--- src/rtl/lazt_pkg.sv ---
`default_nettype none

package lazt_pkg;

  localparam int RAW_W    = 20;
  localparam int Z_W      = 21;
  localparam int DIFF_W   = 21;
  localparam int SAMPLE_W = 14;
  localparam int SUM_W    = 15;
  localparam int MAG_W    = 14;
  localparam int SCALED_W = 21;
  localparam int RECIP_W  = 22;
  localparam int PROD_W   = SCALED_W + RECIP_W;
  localparam int AVG_W    = 15;
  localparam int SPEED_W  = 3;
  localparam int ADDR_W   = 3;
  localparam int DATA_W   = 32;

  localparam logic CMD_SAMPLE = 1'b0;
  localparam logic CMD_TICK   = 1'b1;

  localparam logic REG_TRACKING_ENABLE = 1'b0;

  // sensor zero and accepted window, -15 mm < d <= +15 mm at 405 counts/mm
  localparam logic signed [DIFF_W-1:0] ZERO_OFFSET = 21'sd115218;
  localparam logic signed [DIFF_W-1:0] RANGE_LO    = -21'sd6074;
  localparam logic signed [DIFF_W-1:0] RANGE_HI    = 21'sd6075;

  // round(s*100/81) = floor((100*|s| + 40) / 81); 1/81 as K / 2^28, exact here
  localparam logic [SCALED_W-1:0] SCALE_MUL   = 21'd100;
  localparam logic [SCALED_W-1:0] SCALE_BIAS  = 21'd40;
  localparam logic [RECIP_W-1:0]  RECIP_K     = 22'd3314018;
  localparam int                  RECIP_SHIFT = 28;

  localparam logic [MAG_W-1:0] MOVE_MIN_UM = 14'd50;
  localparam logic [MAG_W-1:0] TIER5_UM    = 14'd5000;
  localparam logic [MAG_W-1:0] TIER4_UM    = 14'd3000;
  localparam logic [MAG_W-1:0] TIER3_UM    = 14'd1000;
  localparam logic [MAG_W-1:0] TIER2_UM    = 14'd500;
  localparam logic [MAG_W-1:0] TIER1_UM    = 14'd200;

  localparam logic signed [Z_W-1:0] Z_MAX = 21'sd1048575;
  localparam logic signed [Z_W-1:0] Z_MIN = -21'sd1048576;

  typedef enum logic [SPEED_W-1:0] {
    SPEED_0040 = 3'd0,
    SPEED_0100 = 3'd1,
    SPEED_0500 = 3'd2,
    SPEED_1200 = 3'd3,
    SPEED_3000 = 3'd4,
    SPEED_5000 = 3'd5
  } speed_t;

  typedef struct packed {
    logic                    in_range;
    logic                    track;
    logic signed [SUM_W-1:0] sum;
    logic signed [Z_W-1:0]   z;
  } sum_item_t;

  typedef struct packed {
    logic                  in_range;
    logic                  track;
    logic                  neg;
    logic [MAG_W-1:0]      mag;
    logic signed [Z_W-1:0] z;
  } mag_item_t;

endpackage

`default_nettype wire

--- src/rtl/lazt_cfg.sv ---
`default_nettype none

module lazt_cfg (
  input  wire                             clk,
  input  wire                             rst_n,
  input  wire                             psel,
  input  wire                             penable,
  input  wire                             pwrite,
  input  wire [lazt_pkg::ADDR_W-1:0]      paddr,
  input  wire [lazt_pkg::DATA_W-1:0]      pwdata,
  output logic [lazt_pkg::DATA_W-1:0]     prdata,
  output logic                            pready,
  output logic                            tracking_enable
);
  import lazt_pkg::*;

  logic enable_r, enable_nxt;
  logic reg_sel;

  assign reg_sel = (paddr[ADDR_W-1] == REG_TRACKING_ENABLE);

  always_comb begin
    enable_nxt = enable_r;
    if (psel && penable && pwrite && reg_sel) begin
      enable_nxt = pwdata[0];
    end
  end

  always_ff @(posedge clk) begin
    if (!rst_n) begin
      enable_r <= 1'b0;
    end else begin
      enable_r <= enable_nxt;
    end
  end

  always_comb begin
    prdata = '0;
    if (reg_sel) begin
      prdata = {{(DATA_W-1){1'b0}}, enable_r};
    end
  end

  assign pready          = 1'b1;
  assign tracking_enable = enable_r;

endmodule

`default_nettype wire

--- src/rtl/lazt_front.sv ---
`default_nettype none

module lazt_front (
  input  wire                              clk,
  input  wire                              rst_n,
  input  wire                              tracking_enable,
  input  wire                              in_valid,
  output logic                             in_ready,
  input  wire                              in_command,
  input  wire [lazt_pkg::RAW_W-1:0]        in_sensor_raw,
  input  wire signed [lazt_pkg::Z_W-1:0]   in_z_position_um,
  output logic                             dn_valid,
  input  wire                              dn_ready,
  output lazt_pkg::sum_item_t              dn_item
);
  import lazt_pkg::*;

  // input register
  logic                    s1_valid_r, s1_valid_nxt;
  logic                    s1_cmd_r;
  logic [RAW_W-1:0]        s1_raw_r;
  logic signed [Z_W-1:0]   s1_z_r;
  logic                    s1_ready;

  // tracker state
  logic signed [SAMPLE_W-1:0] sample_a_r, sample_a_nxt;
  logic signed [SAMPLE_W-1:0] sample_b_r, sample_b_nxt;
  logic                       write_slot_r, write_slot_nxt;
  logic                       range_flag_r, range_flag_nxt;

  // sum register
  logic      s2_valid_r, s2_valid_nxt;
  sum_item_t s2_item_r, s2_item_nxt;

  logic                     s1_load, s2_load;
  logic signed [DIFF_W-1:0] diff;
  logic                     hit;

  assign s1_ready = !s2_valid_r || dn_ready;
  assign in_ready = !s1_valid_r || s1_ready;
  assign s1_load  = in_valid && in_ready;
  assign s2_load  = s1_valid_r && s1_ready;

  always_comb begin
    s1_valid_nxt = s1_valid_r;
    if (s1_load) begin
      s1_valid_nxt = 1'b1;
    end else if (s1_ready) begin
      s1_valid_nxt = 1'b0;
    end
    s2_valid_nxt = s2_valid_r;
    if (s2_load) begin
      s2_valid_nxt = 1'b1;
    end else if (dn_ready) begin
      s2_valid_nxt = 1'b0;
    end
  end

  always_comb begin
    diff           = $signed({1'b0, s1_raw_r}) - ZERO_OFFSET;
    hit            = (diff >= RANGE_LO) && (diff <= RANGE_HI);
    sample_a_nxt   = sample_a_r;
    sample_b_nxt   = sample_b_r;
    write_slot_nxt = write_slot_r;
    range_flag_nxt = range_flag_r;
    if (s1_cmd_r == CMD_SAMPLE) begin
      range_flag_nxt = hit;
      if (hit) begin
        if (write_slot_r) begin
          sample_b_nxt = diff[SAMPLE_W-1:0];
        end else begin
          sample_a_nxt = diff[SAMPLE_W-1:0];
        end
        write_slot_nxt = ~write_slot_r;
      end
    end
    s2_item_nxt.in_range = range_flag_nxt;
    s2_item_nxt.track    = (s1_cmd_r == CMD_TICK) && tracking_enable && range_flag_r;
    s2_item_nxt.sum      = SUM_W'(sample_a_nxt) + SUM_W'(sample_b_nxt);
    s2_item_nxt.z        = s1_z_r;
  end

  always_ff @(posedge clk) begin
    if (!rst_n) begin
      s1_valid_r   <= 1'b0;
      s2_valid_r   <= 1'b0;
      sample_a_r   <= '0;
      sample_b_r   <= '0;
      write_slot_r <= 1'b0;
      range_flag_r <= 1'b0;
    end else begin
      s1_valid_r <= s1_valid_nxt;
      s2_valid_r <= s2_valid_nxt;
      if (s2_load) begin
        sample_a_r   <= sample_a_nxt;
        sample_b_r   <= sample_b_nxt;
        write_slot_r <= write_slot_nxt;
        range_flag_r <= range_flag_nxt;
      end
    end
  end

  always_ff @(posedge clk) begin
    if (s1_load) begin
      s1_cmd_r <= in_command;
      s1_raw_r <= in_sensor_raw;
      s1_z_r   <= in_z_position_um;
    end
    if (s2_load) begin
      s2_item_r <= s2_item_nxt;
    end
  end

  assign dn_valid = s2_valid_r;
  assign dn_item  = s2_item_r;

endmodule

`default_nettype wire

--- src/rtl/lazt_scale.sv ---
`default_nettype none

module lazt_scale (
  input  wire                   clk,
  input  wire                   rst_n,
  input  wire                   up_valid,
  output logic                  up_ready,
  input  lazt_pkg::sum_item_t   up_item,
  output logic                  dn_valid,
  input  wire                   dn_ready,
  output lazt_pkg::mag_item_t   dn_item
);
  import lazt_pkg::*;

  logic      valid_r, valid_nxt;
  mag_item_t item_r, item_nxt;
  logic      load;

  logic signed [SUM_W-1:0] abs_sum;
  logic [SCALED_W-1:0]     scaled;
  logic [PROD_W-1:0]       prod;

  assign up_ready = !valid_r || dn_ready;
  assign load     = up_valid && up_ready;

  always_comb begin
    valid_nxt = valid_r;
    if (load) begin
      valid_nxt = 1'b1;
    end else if (dn_ready) begin
      valid_nxt = 1'b0;
    end
  end

  // |sum| * 100/81 rounded, via reciprocal multiply
  always_comb begin
    abs_sum = up_item.sum[SUM_W-1] ? -up_item.sum : up_item.sum;
    scaled  = SCALED_W'(abs_sum[MAG_W-1:0]) * SCALE_MUL + SCALE_BIAS;
    prod    = PROD_W'(scaled) * PROD_W'(RECIP_K);
    item_nxt.in_range = up_item.in_range;
    item_nxt.track    = up_item.track;
    item_nxt.neg      = up_item.sum[SUM_W-1];
    item_nxt.mag      = prod[RECIP_SHIFT +: MAG_W];
    item_nxt.z        = up_item.z;
  end

  always_ff @(posedge clk) begin
    if (!rst_n) begin
      valid_r <= 1'b0;
    end else begin
      valid_r <= valid_nxt;
    end
  end

  always_ff @(posedge clk) begin
    if (load) begin
      item_r <= item_nxt;
    end
  end

  assign dn_valid = valid_r;
  assign dn_item  = item_r;

endmodule

`default_nettype wire

--- src/rtl/lazt_out.sv ---
`default_nettype none

module lazt_out (
  input  wire                                  clk,
  input  wire                                  rst_n,
  input  wire                                  up_valid,
  output logic                                 up_ready,
  input  lazt_pkg::mag_item_t                  up_item,
  output logic                                 out_valid,
  input  wire                                  out_ready,
  output logic                                 out_in_range,
  output logic signed [lazt_pkg::AVG_W-1:0]    out_average_um,
  output logic                                 out_speed_valid,
  output logic [lazt_pkg::SPEED_W-1:0]         out_speed_code,
  output logic                                 out_move_valid,
  output logic signed [lazt_pkg::Z_W-1:0]      out_target_um
);
  import lazt_pkg::*;

  logic                    valid_r, valid_nxt;
  logic                    in_range_r, in_range_nxt;
  logic signed [AVG_W-1:0] avg_r, avg_nxt;
  logic                    speed_valid_r, speed_valid_nxt;
  speed_t                  speed_r, speed_nxt;
  logic                    move_valid_r, move_valid_nxt;
  logic signed [Z_W-1:0]   target_r, target_nxt;
  logic                    load;

  speed_t                  tier;
  logic signed [AVG_W-1:0] mag_s;
  logic signed [Z_W:0]     target_wide;

  assign up_ready = !valid_r || out_ready;
  assign load     = up_valid && up_ready;

  always_comb begin
    valid_nxt = valid_r;
    if (load) begin
      valid_nxt = 1'b1;
    end else if (out_ready) begin
      valid_nxt = 1'b0;
    end
  end

  always_comb begin
    if (up_item.mag >= TIER5_UM) begin
      tier = SPEED_5000;
    end else if (up_item.mag >= TIER4_UM) begin
      tier = SPEED_3000;
    end else if (up_item.mag >= TIER3_UM) begin
      tier = SPEED_1200;
    end else if (up_item.mag >= TIER2_UM) begin
      tier = SPEED_0500;
    end else if (up_item.mag >= TIER1_UM) begin
      tier = SPEED_0100;
    end else begin
      tier = SPEED_0040;
    end

    mag_s       = $signed({1'b0, up_item.mag});
    avg_nxt     = up_item.neg ? -mag_s : mag_s;
    target_wide = (Z_W+1)'(up_item.z) + (Z_W+1)'(avg_nxt);

    in_range_nxt    = up_item.in_range;
    speed_valid_nxt = 1'b0;
    speed_nxt       = SPEED_0040;
    move_valid_nxt  = 1'b0;
    target_nxt      = '0;
    if (up_item.track) begin
      speed_valid_nxt = 1'b1;
      speed_nxt       = tier;
      if (up_item.mag >= MOVE_MIN_UM) begin
        move_valid_nxt = 1'b1;
        // saturate on overflow of the 21-bit target
        if (target_wide[Z_W] != target_wide[Z_W-1]) begin
          target_nxt = target_wide[Z_W] ? Z_MIN : Z_MAX;
        end else begin
          target_nxt = target_wide[Z_W-1:0];
        end
      end
    end
  end

  always_ff @(posedge clk) begin
    if (!rst_n) begin
      valid_r <= 1'b0;
    end else begin
      valid_r <= valid_nxt;
    end
  end

  always_ff @(posedge clk) begin
    if (load) begin
      in_range_r    <= in_range_nxt;
      avg_r         <= avg_nxt;
      speed_valid_r <= speed_valid_nxt;
      speed_r       <= speed_nxt;
      move_valid_r  <= move_valid_nxt;
      target_r      <= target_nxt;
    end
  end

  assign out_valid       = valid_r;
  assign out_in_range    = in_range_r;
  assign out_average_um  = avg_r;
  assign out_speed_valid = speed_valid_r;
  assign out_speed_code  = speed_r;
  assign out_move_valid  = move_valid_r;
  assign out_target_um   = target_r;

endmodule

`default_nettype wire

--- src/rtl/laser_autofocus_z_tracker.sv ---
// channel  direction  handshake            payload
// in_      input      in_valid/in_ready    command, sensor_raw, z_position_um
// out_     output     out_valid/out_ready  in_range, average_um, speed_*, move_*, target_um
// cfg      input      APB psel/penable     tracking_enable at byte address 0
//
// One item per cycle sustained while out_ready is high; an accepted item passes the input
// register, then sample buffer update and sum, reciprocal multiply and tier/target.
// Synchronous active-low reset clears the sample buffer, slot, flag and enable.
// Each stage holds its item while the one after it is full and stalled, so in_ready stays high
// as long as any stage has room, including while a result waits on out_ready.
`default_nettype none

module laser_autofocus_z_tracker (
  input  wire                                clk,
  input  wire                                rst_n,
  input  wire                                in_valid,
  output logic                               in_ready,
  input  wire                                in_command,
  input  wire [lazt_pkg::RAW_W-1:0]          in_sensor_raw,
  input  wire signed [lazt_pkg::Z_W-1:0]     in_z_position_um,
  output logic                               out_valid,
  input  wire                                out_ready,
  output logic                               out_in_range,
  output logic signed [lazt_pkg::AVG_W-1:0]  out_average_um,
  output logic                               out_speed_valid,
  output logic [lazt_pkg::SPEED_W-1:0]       out_speed_code,
  output logic                               out_move_valid,
  output logic signed [lazt_pkg::Z_W-1:0]    out_target_um,
  input  wire                                psel,
  input  wire                                penable,
  input  wire                                pwrite,
  input  wire [lazt_pkg::ADDR_W-1:0]         paddr,
  input  wire [lazt_pkg::DATA_W-1:0]         pwdata,
  output logic [lazt_pkg::DATA_W-1:0]        prdata,
  output logic                               pready
);
  import lazt_pkg::*;

  logic      tracking_enable;
  logic      sum_valid, sum_ready;
  sum_item_t sum_item;
  logic      mag_valid, mag_ready;
  mag_item_t mag_item;

  lazt_cfg u_cfg (
    .clk             (clk),
    .rst_n           (rst_n),
    .psel            (psel),
    .penable         (penable),
    .pwrite          (pwrite),
    .paddr           (paddr),
    .pwdata          (pwdata),
    .prdata          (prdata),
    .pready          (pready),
    .tracking_enable (tracking_enable)
  );

  lazt_front u_front (
    .clk              (clk),
    .rst_n            (rst_n),
    .tracking_enable  (tracking_enable),
    .in_valid         (in_valid),
    .in_ready         (in_ready),
    .in_command       (in_command),
    .in_sensor_raw    (in_sensor_raw),
    .in_z_position_um (in_z_position_um),
    .dn_valid         (sum_valid),
    .dn_ready         (sum_ready),
    .dn_item          (sum_item)
  );

  lazt_scale u_scale (
    .clk      (clk),
    .rst_n    (rst_n),
    .up_valid (sum_valid),
    .up_ready (sum_ready),
    .up_item  (sum_item),
    .dn_valid (mag_valid),
    .dn_ready (mag_ready),
    .dn_item  (mag_item)
  );

  lazt_out u_out (
    .clk             (clk),
    .rst_n           (rst_n),
    .up_valid        (mag_valid),
    .up_ready        (mag_ready),
    .up_item         (mag_item),
    .out_valid       (out_valid),
    .out_ready       (out_ready),
    .out_in_range    (out_in_range),
    .out_average_um  (out_average_um),
    .out_speed_valid (out_speed_valid),
    .out_speed_code  (out_speed_code),
    .out_move_valid  (out_move_valid),
    .out_target_um   (out_target_um)
  );

endmodule

`default_nettype wire
--- config.mk ---
export PLATFORM = sky130hd
export DESIGN_NAME = laser_autofocus_z_tracker
export DESIGN_NICKNAME = d
export VERILOG_FILES = /design/src/rtl/lazt_pkg.sv /design/src/rtl/lazt_cfg.sv /design/src/rtl/lazt_front.sv /design/src/rtl/lazt_scale.sv /design/src/rtl/lazt_out.sv /design/src/rtl/laser_autofocus_z_tracker.sv
export SDC_FILE = /design/constraint.sdc
export NUM_CORES = 1
export LEC_CHECK = 0
export BUFFER_PORTS_ARGS = -buffer_cell sky130_fd_sc_hd__buf_2
export CORE_AREA = 2 2 178 180
export CTS_BUF_LIST = sky130_fd_sc_hd__clkbuf_4
export CTS_CLUSTER_DIAMETER = 200
export DETAILED_ROUTE_END_ITERATION = 16
export DIE_AREA = 0 0 180 182
export PLACE_DENSITY = 0.74
export SLEW_MARGIN = 5
export SYNTH_ARGS = -nofsm -noshare
export SYNTH_HDL_FRONTEND = slang
export SYNTH_SLANG_ARGS = --single-unit
--- constraint.sdc ---
create_clock -name clk -period 16.1 [get_ports clk]
set_input_delay 1.61 -clock clk [delete_from_list [all_inputs] [get_ports clk]]
set_output_delay 1.61 -clock clk [all_outputs]
set_load 0.02 [all_outputs]
Word-level counts from Yosys, hierarchy flattened
Cells that the tools add are included.
Storage, ports and cells
  register bits: 195
  bits of input ports: 84
  output and inout bits: 77
  word-level logic and storage cells: 101
Cells by class
  add/sub/neg operators: 6
  multiply operators: 2
  order comparisons: 8
  eq/ne operators: 1
  mux-type cells: 27
  bitwise gates (word level): 4
  reductions and logical operators: 25
Operators by type and width (number)
  14-bit two-way mux: 7
  21-bit two-way mux: 2
  21-bit by 21-bit multiplier with 41-bit output, second input constant: 1
  21-bit by 15-bit adder with 22-bit output: 1
  21-bit by 6-bit adder with 21-bit output, second input constant: 1
  21-bit by 14-bit greater-or-equal comparator with 1-bit output, second input constant: 1
  21-bit by 14-bit <= comparator with 1-bit output, second input constant: 1
  20-bit by 17-bit subtractor with 21-bit output, second input constant: 1
  14-bit by 5-bit multiplier with 19-bit output, second input constant: 1
  14-bit by 14-bit adder with 15-bit output: 1
  15-bit two-way mux: 1
  14-bit negator with 15-bit output: 1
  14-bit by 10-bit greater-or-equal comparator with 1-bit output, second input constant: 1
  14-bit by 12-bit greater-or-equal comparator with 1-bit output, second input constant: 1
  14-bit by 13-bit greater-or-equal comparator with 1-bit output, second input constant: 1
  14-bit by 6-bit greater-or-equal comparator with 1-bit output, second input constant: 1
  14-bit by 8-bit greater-or-equal comparator with 1-bit output, second input constant: 1
  14-bit by 9-bit greater-or-equal comparator with 1-bit output, second input constant: 1
  14-bit negator: 1
  1-bit two-way mux: 13
  3-bit two-way mux: 4
  1-bit logical AND: 10
  2-bit nonzero test: 4
  1-bit zero test: 4
  6 further kinds: 12

Longest topological paths before layout
  depth after elaboration: 7
  mapped depth: 40
  mapped depth without buffers: 39

Hierarchy
A second synthesis with hierarchy kept.
Unflattened totals
  cell total of the unflattened synthesis: 1577
  area total of the unflattened synthesis: 17256.6 µm²
Modules (own cells, without submodules)
  lazt_scale: instances 1, cells an instance 826, area an instance 8737.1 µm²
  lazt_front: instances 1, cells an instance 417, area an instance 5202.5 µm²
  lazt_out: instances 1, cells an instance 294, area an instance 3001.6 µm²
  lazt_cfg: instances 1, cells an instance 40, area an instance 315.3 µm²

Worst setup path before layout
Ideal clock, no wire load.
  kind: register to register
  start point: register u_front.s2_item_r (netlist bit u_front.dn_item[21])
  end point: register u_scale.item_r (netlist bit u_scale.dn_item[34]) (data pin)
  library setup time: 260 ps
  data arrival time: 10083 ps
  data required time: 15840 ps
  setup slack: 5758 ps
  cell stages (with the launch flop): 40
  path buffers: 1
  period minus slack after synthesis: 10342 ps
  path through: edfxtp_1 inv_1 ha_1 nand2_1 or3_1 o31ai_1 xor2_1 inv_1 ha_1 ha_1 inv_1 fa_1 inv_1 ha_1 clkbuf_1 o21ai_0 a211oi_1 nand3_1 [... 4 more ...] xnor2_1 ha_1 ha_1 ha_1 fa_1 fa_1 fa_1 ha_1 ha_1 a21o_1 a211oi_1 nand2b_1 o31ai_1 nor4b_1 or3_1 a31o_2 a21oi_1 xnor2_1
On the way
  longest elaborated chain between the ends: 5
Ends and longest elaborated chain
  start: declaration: line lazt_front.sv:33  | sum_item_t s2_item_r, s2_item_nxt;
  start signal: assignment: line lazt_front.sv:110  | s2_item_r <= s2_item_nxt;
  14-bit negator: line lazt_scale.sv:37  | abs_sum = up_item.sum[SUM_W-1] ? -up_item.sum : up_item.sum;
  14-bit two-way mux *: line lazt_scale.sv:37
  14-bit by 5-bit multiplier with 19-bit output *: line lazt_scale.sv:38  | scaled = SCALED_W'(abs_sum[MAG_W-1:0]) * SCALE_MUL + SCALE_BIAS;
  21-bit by 6-bit adder with 21-bit output *: line lazt_scale.sv:38
  21-bit by 21-bit multiplier with 41-bit output *: line lazt_scale.sv:39  | prod = PROD_W'(scaled) * PROD_W'(RECIP_K);
  net u_scale.prod[41]: line lazt_scale.sv:21  | logic [PROD_W-1:0] prod;
  end signal: assignment: line lazt_scale.sv:57  | item_r <= item_nxt;
  end: declaration: line lazt_scale.sv:16  | mag_item_t item_r, item_nxt;
Mark *: on every way through the listed nets, which the timed path passes. The rest lies on a longest branch.
A chain may end at the register's enable or synchronous reset.

Worst setup path in the final report
Same ends and word-level chain as after synthesis.

==> impl_metrics.csv <==
group,metric,value,unit
cts,h-tree-depth,4,
critical_path,cp_common_cell,"ha_1",
logic_synthesis,synth_edf_count,160,
grt,grt_pass1_vias,11200,
logic_synthesis,synth-main-ff-cell,"edfxtp_1",
grt,grt_pass1_wl,53200,um
cts,clock-sinks,195,
critical_path,r2r_cells,35,
critical_path,cp_data_required_time,16.46,ns
critical_path,path_class,"register to register",
placement,routabilityCongestion,0.866,
critical_path,worstPathArrival,12.57,ns
hold_path,whs_path_depth,0,
drt,vias,11000,
cts,cts_hold_buffers,0,
die,boundaryPins,161,
hold_path,hp-class,"register to register",
logic_synthesis,yosysSeqAreaShare,0.328,
cts,cts_tree,"done",
die,row_count,65,
cts,clock_latency,0.58,ns
drt,drc_errors,0,
die,start_util,0.541,
sta,max_freq,81.9,MHz
logic_synthesis,async_reset_ff_frac,0,
logic_synthesis,syn_area,0.0168,mm2
logic_synthesis,ys_top_cells_by_count,"ha_1, inv_1, edfxtp_1, fa_1, nand2_1",
sta,whs,0.429,ns
sta,post-route-min-period,12.21,ns
finish,drive_gt1_frac,0.117,
sta,finalHoldViolations,0,
sta,drv_slew,0,
sta,worst_slew_pin_slew,1.18,ns
logic_synthesis,netlist.area_leader.share,0.287,
sta,rsz0062_at_grt,"no",
grt,grt_max_degree,51,
logic_synthesis,synth_top_area_cell,"edfxtp_1",
finish,fin_cells,2013,
grt,grt_remaining_overflow,0,
drt,vias_per_cell,5.45,
logic_synthesis,syn_avg_cell_area,11.2,um2
drt,detail-route-antenna-nets,0,
sta,fin_skew,0.0263,ns
critical_path,cpPeakStageDelay,0.83,ns
sta,setup_viol,0,
die,dieArea,0.0328,mm2
logic_synthesis,ys_types,83,
critical_path,crit_path_end_kind,"register",
cts,clkTransAtPathRegs,0.17,ns
drt,avgRoutedWirePerCell,15.5,um
cts,cts_resized,0,
die,die_w,180,um
finish,nFillCells,2587,
run,drv_cap,0,
finish,final_core_util,0.578,
logic_synthesis,synth.ff_latch_count,195,
die,die_h,182,um
cts,numCtsBuffers,17,
critical_path,r2r-start,"u_front.dn_item[21]",
drt,dr.pass1.iters,6,
finish,finalNetCount,2059,
sta,setup_tns,0,ns
critical_path,start_kind,"register",
critical_path,cp_max_fo,10,
critical_path,regToRegSetupSlack,3.89,ns
hold_path,hold_start,"u_front.dn_item[20]",
critical_path,r2r-end,"u_scale.dn_item[34]",
placement,dpl.hpwl,25400,um
grt,grtUsageTotal,0.198,
cts,cts_max_path_buffers,2,
sta,timing.slew.headroom,0.213,
logic_synthesis,synth_cells,1501,
critical_path,slowest_stage,"xor2_1",
logic_synthesis,ys_warn_count,0,
cts,cts_setup_buffers,0,
grt,antenna_found_initial,2,
logic_synthesis,synth_area_leaders,"edfxtp_1, ha_1, fa_1",
placement,dpl.cell_count,1979,
hold_path,whs_endpoint,"u_scale.dn_item[20]",
status,status,"completed",
die,core_area,0.0310,mm2
sta,period_share,0.758,
logic_synthesis,synthMostInstantiatedCell,"ha_1",
drt,finalWirelength,31200,um
finish,area_growth_syn_to_layout,6.74,%
placement,io_buffers,95,
drt,drtIter0Drc,540,
cts,root_buffer,"clkbuf_4",
placed cells by master, fill, tap and decap left out, drive strengths merged, types with 26 or more instances in the layout:
cell type | Yosys | final
edfxtp | 160 | 160
nor2 | 52 | 52
conb | 2 | 32
nand2 | 86 | 86
mux2i | 31 | 31
a21oi | 44 | 44
dfxtp | 35 | 35
xnor2 | 73 | 73
buf | 41 | 105
ha | 275 | 275
fa | 104 | 104
inv | 170 | 177
xor2 | 45 | 45
mux2 | 26 | 26
o21ai | 60 | 60
kinds of logic (layout without fill, tap and decap cells):
kind of cell               Yosys count  after routing  synth area share
AOI/OAI and AO/OA                  236            236            0.0963
xor gates and xnor gates           118            118            0.0625
adders and majority gates          379            379             0.329
buffers and inverters              229            307            0.0599
DFF                                195            195             0.328
muxes                               57             57            0.0360
other                                2             34          0.000448
and+or+nand+nor                    285            285            0.0872
worst max-delay path: cells and delay by family (launching register included):
family	cells	cell delay [ns]
DFF	1	0.76
xor gates and xnor gates	4	1.30
AOI/OAI and AO/OA	10	2.75
adders and majority gates	13	5.00
muxes	1	0.74
buffers and inverters	2	0.28
and+or+nand+nor	5	1.17
how the worst max path moves through the flow:
stage	from	to	slack, ns	depth (start not counted)
final	u_front.dn_item[21]	u_scale.dn_item[34]	3.89	35
after global routing	u_front.dn_item[21]	u_scale.dn_item[34]	3.13	35
after floorplan	u_front.dn_item[21]	u_scale.dn_item[34]	5.76	39
after CTS	u_front.dn_item[21]	u_scale.dn_item[34]	3.86	35
after global placement	u_front.dn_item[21]	u_scale.dn_item[34]	3.98	35
after detailed placement	u_front.dn_item[21]	u_scale.dn_item[34]	3.88	35
sequential cells by signal, summed over array words and instances (netlist names), 3 cells and up:
register	count
u_front.sample_a_r	14
u_out.out_target_um	21
u_out.out_average_um	15
u_scale.dn_item	38
u_front.dn_item	38
u_front.sample_b_r	14
u_front.s1_raw_r	20
u_front.s1_z_r	21
u_out.out_speed_code	3
per-layer routing:
metal / GRT usage / wire length [um] / vias up
li1: - / - / 5431
met1: 0.255 / 14000 / 5315
met2: 0.356 / 15700 / 182
met3: 0.0247 / 921 / 33
met4: 0.0446 / 522 / 0
met5: 0 / 0 / -
per-stage QoR:
step | area, um2 | setup WS (ns)
after floorplan | 16900 | 5.76
after global placement | 17600 | 3.98
after detailed placement | 17600 | 3.88
after CTS | 17900 | 3.86
after global routing | 17900 | 3.13
final | 17900 | 3.89
layout make-up:
class	count	area, um2	area share
Multi-Input combinational cell	1107	10400	0.581
Sequential cell	195	5510	0.308
Inverter	170	638	0.0356
Timing Repair Buffer	105	551	0.0308
Tap cell	402	503	0.0281
Clock inverter	15	168	0.00937
Clock buffer	17	128	0.00713
Antenna cell	2	5.00	0.000280
Power is left out: the tool's default activity adds up to more than one toggle a clock period on the data nets, which glitch-free logic cannot reach.
